===== src/rtl/core/pfc_pkg.sv =====
// ---------------------------------------------------------------------------
// pfc_pkg
// types, constants and helper functions for the playfair digraph cipher
// ---------------------------------------------------------------------------
`default_nettype none

package pfc_pkg;

   localparam int LetterW  = 5;
   localparam int SideLen  = 5;
   localparam int SquareW  = LetterW * SideLen * SideLen;
   localparam int RowPairW = 2 * LetterW * SideLen;
   localparam int CsrW     = RowPairW;
   localparam int CsrIdxW  = 3;

   typedef logic [LetterW-1:0] letter_type;
   typedef logic [2:0]         coord_type;
   typedef logic [3:0]         offset_type;
   typedef logic [1:0]         pair_addr_type;
   typedef logic [RowPairW-1:0] row_pair_type;
   typedef logic [SquareW-1:0] square_type;

   typedef enum logic [CsrIdxW-1:0] {
      CSR_DECRYPT_MODE = 3'd0,
      CSR_ROWS_0_1     = 3'd1,
      CSR_ROWS_2_3     = 3'd2,
      CSR_ROW_4        = 3'd3,
      CSR_FILLER       = 3'd4
   } csr_index_type;

   localparam letter_type LETTER_I     = 5'd8;
   localparam letter_type LETTER_J     = 5'd9;
   localparam letter_type FILLER_RESET = 5'd23;
   localparam coord_type  COORD_LAST   = 3'd4;

   // one digraph waiting to be mapped, or an odd-length error
   typedef struct packed {
      letter_type a;
      letter_type b;
      logic       last;
      logic       err;
   } job_type;

   // located and rule-mapped cell positions
   typedef struct packed {
      coord_type row1;
      coord_type col1;
      coord_type row2;
      coord_type col2;
      logic      last;
      logic      err;
   } pos_type;

   function automatic letter_type norm_letter(input letter_type l);
      return (l == LETTER_J) ? LETTER_I : l;
   endfunction

   // one step round the square, forward or backward
   function automatic coord_type step_mod5(input coord_type x, input logic back);
      coord_type y;
      if (back) begin
         y = (x == 3'd0) ? COORD_LAST : x - 3'd1;
      end else begin
         y = (x == COORD_LAST) ? 3'd0 : x + 3'd1;
      end
      return y;
   endfunction

   // row and column of the lowest cell holding the letter, cell 0 if none
   function automatic logic [5:0] locate(input square_type sq, input letter_type l);
      coord_type row;
      coord_type col;
      row = 3'd0;
      col = 3'd0;
      for (int r = SideLen - 1; r >= 0; r--) begin
         for (int c = SideLen - 1; c >= 0; c--) begin
            if (sq[(r * SideLen + c) * LetterW +: LetterW] == l) begin
               row = coord_type'(r);
               col = coord_type'(c);
            end
         end
      end
      return {row, col};
   endfunction

   function automatic pair_addr_type pair_addr(input coord_type row);
      return row[2:1];
   endfunction

   function automatic offset_type pair_offset(input coord_type row, input coord_type col);
      return {1'b0, col} + (row[0] ? 4'd5 : 4'd0);
   endfunction

   function automatic letter_type pick_cell(input row_pair_type d, input offset_type off);
      logic [5:0] base;
      base = {off, 2'b00} + {2'b00, off};
      return d[base +: LetterW];
   endfunction

endpackage

`default_nettype wire


===== src/rtl/core/playfair_digraph_cipher.sv =====
// ---------------------------------------------------------------------------
// playfair_digraph_cipher
// Letters come in on the req_ stream, one word each, a=0 to z=25, with
// req_tlast on the final letter of a message. Letters are paired into
// digraphs and mapped through the 5x5 key square set by the csr_ port;
// each pair gives two words on the rsp_ stream, rsp_tlast on the final one.
// In encrypt mode doubled letters get the filler inserted and an odd final
// letter is padded; in decrypt mode an odd final letter gives a single word
// with rsp_tuser set. The csr_ port is to be written by the user only while the
// block is idle; this is not enforced. One result word a cycle while rsp_tready
// is high, as the output register sends a digraph's two letters in turn; a
// letter is taken every cycle while the output keeps pace, but a doubled final
// pair fills both job slots and holds off the next letter. The key square is
// held in a three-entry memory of row pairs read at both cell addresses of a
// digraph. Reset clears the held letter and the pipeline and restores the
// register defaults: encrypt, all-zero square, filler x. When rsp_tready is
// low the output word holds and the pipeline fills, then req_tready drops.
// ---------------------------------------------------------------------------
`default_nettype none

module playfair_digraph_cipher (
   input  wire logic                        clock,
   input  wire logic                        reset,
   input  wire logic                        req_tvalid,
   output logic                             req_tready,
   input  wire logic [7:0]                  req_tdata,   // letter_in, zeros
   input  wire logic                        req_tlast,
   output logic                             rsp_tvalid,
   input  wire logic                        rsp_tready,
   output logic [7:0]                       rsp_tdata,   // letter_out, zeros
   output logic                             rsp_tlast,
   output logic                             rsp_tuser,   // odd_error
   input  wire logic                        csr_we,
   input  wire logic [pfc_pkg::CsrIdxW-1:0] csr_index,
   input  wire logic [pfc_pkg::CsrW-1:0]    csr_wdata
);
   import pfc_pkg::*;

   // configuration
   logic         mode_ff;
   letter_type   filler_ff;
   square_type   square_ff;
   row_pair_type sq_mem [0:2];
   logic [2:0]   sq_vld_ff;

   // held letter
   logic       held_valid_ff, held_valid_in;
   letter_type held_letter_ff, held_letter_in;

   // job slots
   logic    j1_valid_ff, j1_valid_in;
   job_type j1_ff, j1_in;
   logic    j2_valid_ff, j2_valid_in;
   job_type j2_ff, j2_in;

   // located positions
   logic    s2_valid_ff, s2_valid_in;
   pos_type s2_ff, s2_in;

   // output register
   logic         s3_valid_ff, s3_valid_in;
   logic         s3_phase_ff, s3_phase_in;
   logic         s3_last_ff, s3_last_in;
   logic         s3_err_ff, s3_err_in;
   offset_type   off0_ff, off0_in, off1_ff, off1_in;
   row_pair_type rd0_ff, rd1_ff;
   logic         rd0_ok_ff, rd1_ok_ff;

   logic       req_fire, rsp_fire, s3_done, s3_free, s2_adv, s2_free, j1_adv;
   letter_type in_letter, fill;
   logic       job0_valid, job1_valid;
   job_type    job0, job1;
   logic [5:0] loc1, loc2;
   coord_type  r1, c1, r2, c2;
   letter_type cur_letter;

   // ---------------- configuration ----------------
   always_ff @(posedge clock) begin
      if (reset) begin
         mode_ff   <= 1'b0;
         filler_ff <= FILLER_RESET;
         square_ff <= '0;
         sq_vld_ff <= '0;
      end else if (csr_we) begin
         unique case (csr_index)
            CSR_DECRYPT_MODE: mode_ff <= csr_wdata[0];
            CSR_ROWS_0_1: begin
               square_ff[RowPairW-1:0] <= csr_wdata;
               sq_vld_ff[0]            <= 1'b1;
            end
            CSR_ROWS_2_3: begin
               square_ff[2*RowPairW-1:RowPairW] <= csr_wdata;
               sq_vld_ff[1]                     <= 1'b1;
            end
            CSR_ROW_4: begin
               square_ff[SquareW-1:2*RowPairW] <= csr_wdata[SquareW-2*RowPairW-1:0];
               sq_vld_ff[2]                    <= 1'b1;
            end
            CSR_FILLER: filler_ff <= csr_wdata[LetterW-1:0];
            default: ;
         endcase
      end
   end

   always_ff @(posedge clock) begin
      if (csr_we) begin
         unique case (csr_index)
            CSR_ROWS_0_1: sq_mem[0] <= csr_wdata;
            CSR_ROWS_2_3: sq_mem[1] <= csr_wdata;
            CSR_ROW_4: sq_mem[2] <=
               {{(RowPairW-(SquareW-2*RowPairW)){1'b0}},
                csr_wdata[SquareW-2*RowPairW-1:0]};
            default: ;
         endcase
      end
   end

   // ---------------- handshakes ----------------
   assign rsp_fire   = rsp_tvalid & rsp_tready;
   assign s3_done    = rsp_fire & (s3_phase_ff | s3_err_ff);
   assign s3_free    = ~s3_valid_ff | s3_done;
   assign s2_adv     = s2_valid_ff & s3_free;
   assign s2_free    = ~s2_valid_ff | s2_adv;
   assign j1_adv     = j1_valid_ff & s2_free;
   assign req_tready = ~j2_valid_ff & (~j1_valid_ff | j1_adv);
   assign req_fire   = req_tvalid & req_tready;

   // ---------------- pairing ----------------
   assign in_letter = norm_letter(req_tdata[LetterW-1:0]);
   assign fill      = norm_letter(filler_ff);

   always_comb begin
      held_valid_in  = held_valid_ff;
      held_letter_in = held_letter_ff;
      job0_valid     = 1'b0;
      job1_valid     = 1'b0;
      job0           = '{a: in_letter, b: fill, last: 1'b1, err: 1'b0};
      job1           = '{a: in_letter, b: fill, last: 1'b1, err: 1'b0};
      if (req_fire) begin
         priority if (mode_ff) begin
            priority if (held_valid_ff) begin
               job0_valid     = 1'b1;
               job0           = '{a: held_letter_ff, b: in_letter, last: req_tlast,
                                  err: 1'b0};
               held_valid_in  = 1'b0;
               held_letter_in = '0;
            end else if (req_tlast) begin
               job0_valid = 1'b1;
               job0       = '{a: '0, b: '0, last: 1'b1, err: 1'b1};
            end else begin
               held_valid_in  = 1'b1;
               held_letter_in = in_letter;
            end
         end else if (~held_valid_ff) begin
            if (req_tlast) begin
               job0_valid = 1'b1;
            end else begin
               held_valid_in  = 1'b1;
               held_letter_in = in_letter;
            end
         end else if (held_letter_ff == in_letter && held_letter_ff != fill) begin
            job0_valid = 1'b1;
            job0       = '{a: held_letter_ff, b: fill, last: 1'b0, err: 1'b0};
            if (req_tlast) begin
               job1_valid     = 1'b1;
               held_valid_in  = 1'b0;
               held_letter_in = '0;
            end
         end else begin
            job0_valid     = 1'b1;
            job0           = '{a: held_letter_ff, b: in_letter, last: req_tlast, err: 1'b0};
            held_valid_in  = 1'b0;
            held_letter_in = '0;
         end
      end
   end

   // ---------------- job slots ----------------
   always_comb begin
      j1_valid_in = j1_valid_ff;
      j1_in       = j1_ff;
      j2_valid_in = j2_valid_ff;
      j2_in       = j2_ff;
      priority if (j2_valid_ff) begin
         if (j1_adv) begin
            j1_valid_in = 1'b1;
            j1_in       = j2_ff;
            j2_valid_in = 1'b0;
         end
      end else if (req_fire) begin
         j1_valid_in = job0_valid;
         j1_in       = job0;
         j2_valid_in = job1_valid;
         j2_in       = job1;
      end else if (j1_adv) begin
         j1_valid_in = 1'b0;
      end
   end

   // ---------------- locate and map ----------------
   always_comb begin
      loc1 = locate(square_ff, j1_ff.a);
      loc2 = locate(square_ff, j1_ff.b);
      r1   = loc1[5:3];
      c1   = loc1[2:0];
      r2   = loc2[5:3];
      c2   = loc2[2:0];
      priority if (r1 == r2) begin
         c1 = step_mod5(c1, mode_ff);
         c2 = step_mod5(c2, mode_ff);
      end else if (c1 == c2) begin
         r1 = step_mod5(r1, mode_ff);
         r2 = step_mod5(r2, mode_ff);
      end else begin
         c1 = loc2[2:0];
         c2 = loc1[2:0];
      end
      s2_in = '{row1: r1, col1: c1, row2: r2, col2: c2,
                last: j1_ff.last, err: j1_ff.err};
      s2_valid_in = j1_adv | (s2_valid_ff & ~s2_adv);
   end

   // ---------------- output register ----------------
   always_comb begin
      s3_valid_in = s3_valid_ff;
      s3_phase_in = s3_phase_ff;
      s3_last_in  = s3_last_ff;
      s3_err_in   = s3_err_ff;
      off0_in     = off0_ff;
      off1_in     = off1_ff;
      priority if (s2_adv) begin
         s3_valid_in = 1'b1;
         s3_phase_in = 1'b0;
         s3_last_in  = s2_ff.last;
         s3_err_in   = s2_ff.err;
         off0_in     = pair_offset(s2_ff.row1, s2_ff.col1);
         off1_in     = pair_offset(s2_ff.row2, s2_ff.col2);
      end else if (s3_done) begin
         s3_valid_in = 1'b0;
      end else if (rsp_fire) begin
         s3_phase_in = 1'b1;
      end
   end

   always_ff @(posedge clock) begin
      if (s2_adv) begin
         rd0_ff    <= sq_mem[pair_addr(s2_ff.row1)];
         rd1_ff    <= sq_mem[pair_addr(s2_ff.row2)];
         rd0_ok_ff <= sq_vld_ff[pair_addr(s2_ff.row1)];
         rd1_ok_ff <= sq_vld_ff[pair_addr(s2_ff.row2)];
      end
   end

   always_comb begin
      priority if (s3_err_ff) begin
         cur_letter = '0;
      end else if (s3_phase_ff) begin
         cur_letter = rd1_ok_ff ? pick_cell(rd1_ff, off1_ff) : '0;
      end else begin
         cur_letter = rd0_ok_ff ? pick_cell(rd0_ff, off0_ff) : '0;
      end
   end

   assign rsp_tvalid = s3_valid_ff;
   assign rsp_tdata  = {{(8-LetterW){1'b0}}, cur_letter};
   assign rsp_tlast  = s3_err_ff | (s3_phase_ff & s3_last_ff);
   assign rsp_tuser  = s3_err_ff;

   // ---------------- registers ----------------
   always_ff @(posedge clock) begin
      if (reset) begin
         held_valid_ff  <= 1'b0;
         held_letter_ff <= '0;
         j1_valid_ff    <= 1'b0;
         j2_valid_ff    <= 1'b0;
         s2_valid_ff    <= 1'b0;
         s3_valid_ff    <= 1'b0;
         s3_phase_ff    <= 1'b0;
      end else begin
         held_valid_ff  <= held_valid_in;
         held_letter_ff <= held_letter_in;
         j1_valid_ff    <= j1_valid_in;
         j2_valid_ff    <= j2_valid_in;
         s2_valid_ff    <= s2_valid_in;
         s3_valid_ff    <= s3_valid_in;
         s3_phase_ff    <= s3_phase_in;
      end
   end

   always_ff @(posedge clock) begin
      j1_ff      <= j1_in;
      j2_ff      <= j2_in;
      s3_last_ff <= s3_last_in;
      s3_err_ff  <= s3_err_in;
      off0_ff    <= off0_in;
      off1_ff    <= off1_in;
      if (j1_adv) begin
         s2_ff <= s2_in;
      end
   end

endmodule

`default_nettype wire

===== config.mk =====
export PLATFORM = sky130hd
export DESIGN_NAME = playfair_digraph_cipher
export DESIGN_NICKNAME = d
export VERILOG_FILES = /design/src/rtl/core/pfc_pkg.sv /design/src/rtl/core/playfair_digraph_cipher.sv
export SDC_FILE = /design/constraint.sdc
export NUM_CORES = 1
export LEC_CHECK = 0
export ABC_CLOCK_PERIOD_IN_PS = 11100
export BUFFER_PORTS_ARGS = -buffer_cell sky130_fd_sc_hd__buf_4
export CAP_MARGIN = 20
export CELL_PAD_IN_SITES_DETAIL_PLACEMENT = 0
export CELL_PAD_IN_SITES_GLOBAL_PLACEMENT = 1
export CORE_MARGIN = 3
export CORE_UTILIZATION = 48
export CTS_CLUSTER_DIAMETER = 80
export DETAILED_ROUTE_END_ITERATION = 8
export PLACE_DENSITY = 0.76
export SLEW_MARGIN = 10
export SYNTH_ARGS = -nofsm -noshare
export SYNTH_HDL_FRONTEND = slang
export SYNTH_SLANG_ARGS = --single-unit

===== constraint.sdc =====
create_clock -name clock -period 11.1 [get_ports clock]
set_clock_uncertainty 0.2 [all_clocks]
set_input_delay 0 -clock clock [delete_from_list [all_inputs] [get_ports clock]]
set_output_delay 0 -clock clock [all_outputs]
set_load 0.005 [all_outputs]

==> metrics.md, run 1 <==
| Metric | Value |
|---|---|
| Overflow after GRT | `0` |
| Slew headroom | `31.8%` |
| Cell area after layout | `0.0269 mm^2` |
| First-pass GRT wire length | `95.8 mm` |
| Max Fclk | `222 MHz` |
| Final worst path period share | `40.6%` |
| Top cells by count, synth | `350 x nand2_1, 273 x edfxtp_1, 168 x a21oi_1` |
| Synth Area per Inst | `10.8 um^2` |
| CTS tree | `done` |
| CP max stage cell | `fa_1` |
| Cts hold-fix bufs | `103` |
| Ys Warns | `0` |
| Routability cong. | `0.886` |
| Seq pwr share | `45.7%` |
| Number of DRC markers in iteration 0 | `1297` |
| Final Max Tran Viols | `0` |
| PwrDens | `142 mW/mm^2` |
| Core Rows | `80` |
| Area leader, netlist | `edfxtp_1` |
| Area growth from synthesis to layout | `14.1%` |
| Status | `finished, final reports clean` |
| Final wirelength | `62.0 mm` |
| Register area | `0.0111 mm^2` |
| CP Max Fanout | `55` |
| Layout cell share with drive strength beyond 1 | `14.0%` |
| RSZ-0062 raised after global routing | `no` |
| Antenna cells | `0` |
| Layout fillers | `4073` |
| Data required, critical path | `10.90 ns` |
| Number of distinct library cells after synthesis | `89` |
| Worst-Margin Slew | `1.02 ns` |
| Hold Path Class | `in2reg` |
| Vias in the first global route | `16800` |
| Synth top area share | `34.7%` |
| DPL Wire Length | `41.3 mm` |
| Via density | `5.68` |
| Die height | `228 um` |
| Crit start category | `flop` |
| Share of flip-flops with an asynchronous set or reset | `0%` |
| Fin Setup TNS | `0 ns` |
| Net Sw Power | `971 uW` |
| Clk buf depth | `3` |
| # clock sinks | `418` |
| Largest net degree at the start of global routing | `83` |
| Crit path buf inv count | `3` |
| Critical Path Max Stage Delay | `0.90 ns` |
| Worst path most repeated cell | `buf_4` |
| Final nets | `2375` |
| Minimum clock period | `4.50 ns` |
| Core ar. | `0.0481 mm^2` |
| Clk pin slew, worst setup/hold paths | `0.06 ns` |
| Final hold violations | `0` |
| Root Driver | `clkbuf_16` |
| Num CTS Buffers | `44` |
| WL/cell | `20.8 um` |
| Die X | `228 um` |
| Sw Ratio | `25.4%` |
| Placed inst area | `0.0243 mm^2` |
| Worst path arrival time | `4.30 ns` |
| Num ports | `79` |
| Internal power | `2850 uW` |
| CTS resizes | `0` |
| Starting Density | `49.0%` |
| Setup Viol. Count Final | `0` |
| Most frequent cell after synthesis | `nand2_1` |
| Top_reg_cell synth | `edfxtp_1` |
| Post-synth EDFFs | `273` |
| Synthesized flop and latch total | `418` |
| Ranking of synthesized cells by area | `edfxtp_1 35%, dfxtp_1 12%, mux4_2 7.2%` |
| Critical path class | `reg2out` |
| Worst Setup End Kind | `output port` |
| Die ar. | `0.0519 mm^2` |
| Post-DRT Antenna Nets | `0` |
| CP cell instances | `buf_4 > ha_1 > fa_1 > buf_4 > mux4_2 > mux4_2 > a32oi_1 > nor2_1 > buf_4` |
| Clock latency on the worst-skew pair | `0.59 ns` |
| Via count | `16900` |
| Antenna violations before repair | `3` |
| Clock power share | `40.6%` |
| Area of the multi-input gates | `0.0115 mm^2` |
| IO buf count | `72` |
| Max cap viols | `0` |
| Fin util | `55.9%` |
| Drt drc | `0` |
| Comb pwr share | `13.7%` |
| Synthesized instance count | `2190` |
| Postcts setup bufs | `0` |
| Synthesized cell area | `0.0236 mm^2` |
| Delay-heaviest family, CP | `adder cells` |
| Total GRT Usage | `23.5%` |
| CTS H-Tree Depth | `2` |
| Maximum VDD drop | `126 uV` |
| Register area share after synthesis | `47.0%` |
| TritonRoute pass-1 iters | `5` |
| P_leak | `0.00977 uW` |
## state kept, by name, summed over array words and instances, names as in the netlist, 3 cells and up
signal          cells
filler_ff           5
held_letter_ff      5
j1_ff              12
j2_ff              10
off0_ff             4
off1_ff             4
rd0_ff             50
rd1_ff             50
s2_ff              14
sq_mem            125
sq_vld_ff           3
square_ff         125
## power groups by stage
stage / sequential, uW / clock [uW] / combinational (uW)
after global placement: 1780 / 0 / 482
after detailed placement: 1780 / 0 / 492
final: 1750 / 1550 / 524
after floorplan: 1770 / 0 / 373
after global routing: 1750 / 1640 / 571
after CTS: 1750 / 1580 / 522
## metrics by stage
stage          total power [uW]  worst slack (ns)  hold WS (ns)  cells
2_1_floorplan              2150              1.30        -0.101   2192
3_3_place_gp               2260              6.80        0.0214   2792
3_5_place_dp               2270              6.80        0.0238   2792
4_1_cts                    3850              6.54      0.000274   2977
5_1_grt                    3960              6.33        0.0292   2978
6_report                   3820              6.60        0.0320   2978
## logic make-up (layout without fill, tap and decap cells)
group	Yosys count	after routing	synth area share (%)
compound gates	359	359	9.15
xor+xnor	274	274	10.3
fa+ha+maj	22	22	1.23
buf+inv	191	321	4.21
flops	418	418	47.0
mux	257	257	15.0
other cells	1	3	0.0159
simple gates	668	668	13.1
## area by class of cell
type / instances / share of cell area [%]
multi-input cells: 1583 / 42.8
flip-flops and latches: 418 / 41.2
repair buffers: 207 / 6.80
clock buffers: 55 / 4.43
well taps: 656 / 3.05
clock inverters: 27 / 1.26
inverters: 32 / 0.455
## worst paths after layout
| path | from | endpoint | slack, ns | cells after the start |
|---|---|---|---|---|
| worst max-delay path | off0_ff[0]$_DFFE_PP_ | rsp_tdata[1] | 6.60 | 9 |
| worst min-delay path | csr_wdata[49] | sq_mem[0][49]$_DFFE_PP_ | 0.03 | 2 |
| worst max register to register | j1_ff[6]$_DFFE_PP_ | s2_ff[3]$_DFFE_PP_ | 6.71 | 14 |
| worst min register to register | s2_ff[0]$_DFFE_PP_ | rsp_tuser$_DFFE_PP_ | 0.22 | 0 |
## placed cells by master (no fill, tap or decap), drive strengths merged, types with 18 or more instances in the layout
master / count
nor2: 114
clkbuf: 55
buf: 104
xnor2: 139
nand3: 62
nor3: 60
edfxtp: 273
ha: 20
xor2: 135
mux2i: 165
dfxtp: 145
inv: 32
dlygate4sd3: 103
o21ai: 92
a21oi: 168
mux4: 75
clkinv: 18
nand2: 350
## layer usage
layer	GRT usage (%)	wire length (um)
met5	0	0
met4	8.06	2010
met3	3.22	3260
met2	39.6	30000
met1	31.3	26700
Note: power is estimated with default switching activity, not from simulation.
==> inputs of run 2 (changes only) <==
--- a/config.mk
+++ b/config.mk
@@ -5,7 +5,7 @@
 export SDC_FILE = /design/constraint.sdc
 export NUM_CORES = 1
 export LEC_CHECK = 0
-export ABC_CLOCK_PERIOD_IN_PS = 11100
+export ABC_CLOCK_PERIOD_IN_PS = 4600
 export BUFFER_PORTS_ARGS = -buffer_cell sky130_fd_sc_hd__buf_4
 export CAP_MARGIN = 20
 export CELL_PAD_IN_SITES_DETAIL_PLACEMENT = 0
==> constraint.sdc (replaced) <==
create_clock -name clock -period 4.6 [get_ports clock]
set_clock_uncertainty 0.2 [all_clocks]
set_input_delay 0 -clock clock [delete_from_list [all_inputs] [get_ports clock]]
set_output_delay 0 -clock clock [all_outputs]
set_load 0.005 [all_outputs]
==> run 2 against run 1 <==
  * Final area up 0.79%
  * Die area unchanged
  * Highest routed layer unchanged
  * Largest cell class unchanged
  * Critical path type unchanged
  * Critical endpoint is now rsp_tdata[0]
  * Via count up 0.83%
  * Global-route usage up 0.20 points
==> metrics.md, run 2 (synthesis gave the netlist of run 1 again) <==
| Metric | Value |
|---|---|
| Status | `finished, final reports clean` |
| Core ar. | `0.0481 mm^2 (unchanged)` |
| RSZ-0062 raised after global routing | `no` |
| Area growth from synthesis to layout | `15.0%` |
| Slew headroom | `32.7% (+0.98 points)` |
| FF-to-FF path depth | `12 (-2)` |
| First-pass GRT wire length | `96.8 mm (+1.0%)` |
| PwrDens | `343 mW/mm^2 (+140%)` |
| Final nets | `2390 (+0.63%)` |
| Register area | `0.0111 mm^2 (unchanged)` |
| DP Worst Slack | `0.713 ns (-6.08 ns)` |
| Via density | `5.70 (+0.32%)` |
| Worst Setup End Kind | `output port` |
| CTS tree | `done` |
| Clk buf depth | `3 (unchanged)` |
| Overflow after GRT | `0 (unchanged)` |
| Total GRT Usage | `23.7% (+0.20 points)` |
| Worst Hold Launch | `csr_wdata[47]` |
| Hold path endpoint | `sq_mem[1][47]$_DFFE_PP_` |
| Root Driver | `clkbuf_16` |
| Fin Setup TNS | `0 ns (unchanged)` |
| CP Max Fanout | `16 (-71%)` |
| Critical path class | `reg2out` |
| Max Fclk | `244 MHz` |
| Worst r2r dst | `s2_ff[13]$_DFFE_PP_` |
| Area of the multi-input gates | `0.0115 mm^2 (unchanged)` |
| Final worst path period share | `89.1%` |
| Core Rows | `80 (unchanged)` |
| Starting Density | `49.0% (unchanged)` |
| Drt drc | `0 (unchanged)` |
| Antenna violations before repair | `0 (-3)` |
| Final wirelength | `62.6 mm (+0.91%)` |
| Layout fillers | `4010 (-1.5%)` |
| Setup Viol. Count Final | `0 (unchanged)` |
| Clock latency on the worst-skew pair | `0.58 ns (about the same)` |
| Highest-count cells in the layout ignoring fill and taps | `350 x nand2_1, 273 x edfxtp_1, 168 x a21oi_1, 165 x mux2i_1, 145 x dfxtp_1` |
| Worst path arrival time | `3.90 ns (-0.40 ns)` |
| # clock sinks | `418 (unchanged)` |
| Routability cong. | `0.882 (-0.46%)` |
| Worst-Margin Slew | `1.01 ns (-0.0148 ns)` |
| Post-DRT Antenna Nets | `0 (unchanged)` |
| TritonRoute pass-1 iters | `5 (unchanged)` |
| Die height | `228 um (unchanged)` |
| Vias in the first global route | `16700 (-0.78%)` |
| IO buf count | `72 (unchanged)` |
| Via count | `17100 (+0.83%)` |
| Largest net degree at the start of global routing | `83 (unchanged)` |
| Clk pin slew, worst setup/hold paths | `0.06 ns (about the same)` |
| Largest regs | `sq_mem x125, square_ff x125` |
| Final hold violations | `0 (unchanged)` |
| Final Max Tran Viols | `0 (unchanged)` |
| Reg-to-reg setup timing slack | `0.69 ns (-6.02 ns)` |
| DPL Wire Length | `42.8 mm (+3.6%)` |
| CTS H-Tree Depth | `2 (unchanged)` |
| Setup WS post-layout | `0.502 ns (-6.09 ns)` |
| Maximum VDD drop | `252 uV (+100%)` |
| Hold Path Class | `in2reg` |
| WL/cell | `20.9 um (+0.41%)` |
| Die ar. | `0.0519 mm^2 (unchanged)` |
| Layout cell share with drive strength beyond 1 | `14.6% (+0.64 points)` |
| Num CTS Buffers | `44 (unchanged)` |
| Max cap viols | `0 (unchanged)` |
| P_leak | `0.00989 uW (+1.2%)` |
| Crit start category | `flop` |
| Number of DRC markers in iteration 0 | `1278 (-1.5%)` |
| Data required, critical path | `4.40 ns (-6.50 ns)` |
| Commonest non-fill, non-tap cell in the layout | `nand2_1` |
| Minimum clock period | `4.10 ns` |
| Die X | `228 um (unchanged)` |
| Num ports | `79 (unchanged)` |
| Reg-to-reg startpoint | `j1_ff[9]$_DFFE_PP_` |
| WHS Path Cells | `2 (unchanged)` |
-- run 2: cell types whose count changed in the layout (fill, tap and decap cells not counted), sizes merged --
cell / previous run / this run
buf: 104 / 122
bufinv: 6 / 5
clkbuf: 55 / 61
clkinv: 18 / 13
diode: 0 / 1
dlygate4sd3: 103 / 100
inv: 32 / 31
-- run 2: layout make-up --
type / instances / area share [%]
Clock inverter: 20 / 0.972
Clock buffer: 61 / 4.86
Inverter: 32 / 0.452
Tap cell: 656 / 3.02
Antenna cell: 1 / 0.00922
Multi-Input combinational cell: 1583 / 42.5
Timing Repair Buffer: 222 / 7.34
Sequential cell: 418 / 40.9
-- run 2: worst max-delay path by stage --
stage	from	end	slack, ns	depth (start not counted)
CTS	off0_ff[2]$_DFFE_PP_	rsp_tdata[0]	0.43	9
floorplan	rsp_tuser$_DFFE_PP_	off0_ff[0]$_DFFE_PP_	0.15	3
global placement	j1_ff[9]$_DFFE_PP_	s2_ff[13]$_DFFE_PP_	0.75	12
global route	off0_ff[2]$_DFFE_PP_	rsp_tdata[0]	0.20	9
detailed placement	j1_ff[9]$_DFFE_PP_	s2_ff[13]$_DFFE_PP_	0.71	12
finish	off0_ff[2]$_DFFE_PP_	rsp_tdata[0]	0.50	9
-- run 2: critical path, stage by stage, from the launching register on --
cell and delay (ns):
edfxtp_1 0.43, ha_1 0.24, fa_1 1.11, mux4_2 0.59
nor2b_1 0.14, a211oi_1 0.28, a21oi_1 0.10, a32oi_1 0.21
nor2_1 0.07, buf_4 0.15
-- run 2: layer usage --
layer | track usage, % | routed length, um | up-vias
met4 | 5.72 | 1260 | 0
met3 | 3.09 | 3240 | 79
met2 | 40.8 | 30800 | 478
met5 | 0 | 0 | -
li1 | - | - | 8048
met1 | 31.9 | 27300 | 8448
-- run 2: metrics by stage --
step / power (uW) / hold WS (ns) / cell area [um^2] / util [%] / std cells
floorplan: 5170 / -0.101 / 23600 / - / 2192
global placement: 5480 / 0.0109 / 24600 / 51.0 / 2811
detailed placement: 5510 / 0.0107 / 24600 / 51.0 / 2811
CTS: 9380 / 0.000115 / 27100 / 56.4 / 2992
global route: 9660 / 0.00495 / 27100 / 56.4 / 2992
finish: 9320 / 0.0285 / 27100 / 56.4 / 2993
-- run 2: timing repair --
item,in CTS,in global routing
resized for setup,0,0
buffers inserted,0,0
hold buffers,100,0
hold endpoints to repair,294,0
-- run 2: power by group --
group	internal (uW)	total, uW	switching [uW]
registers	4130	4230	94.7
clock network	2300	3820	1520
logic	558	1270	711
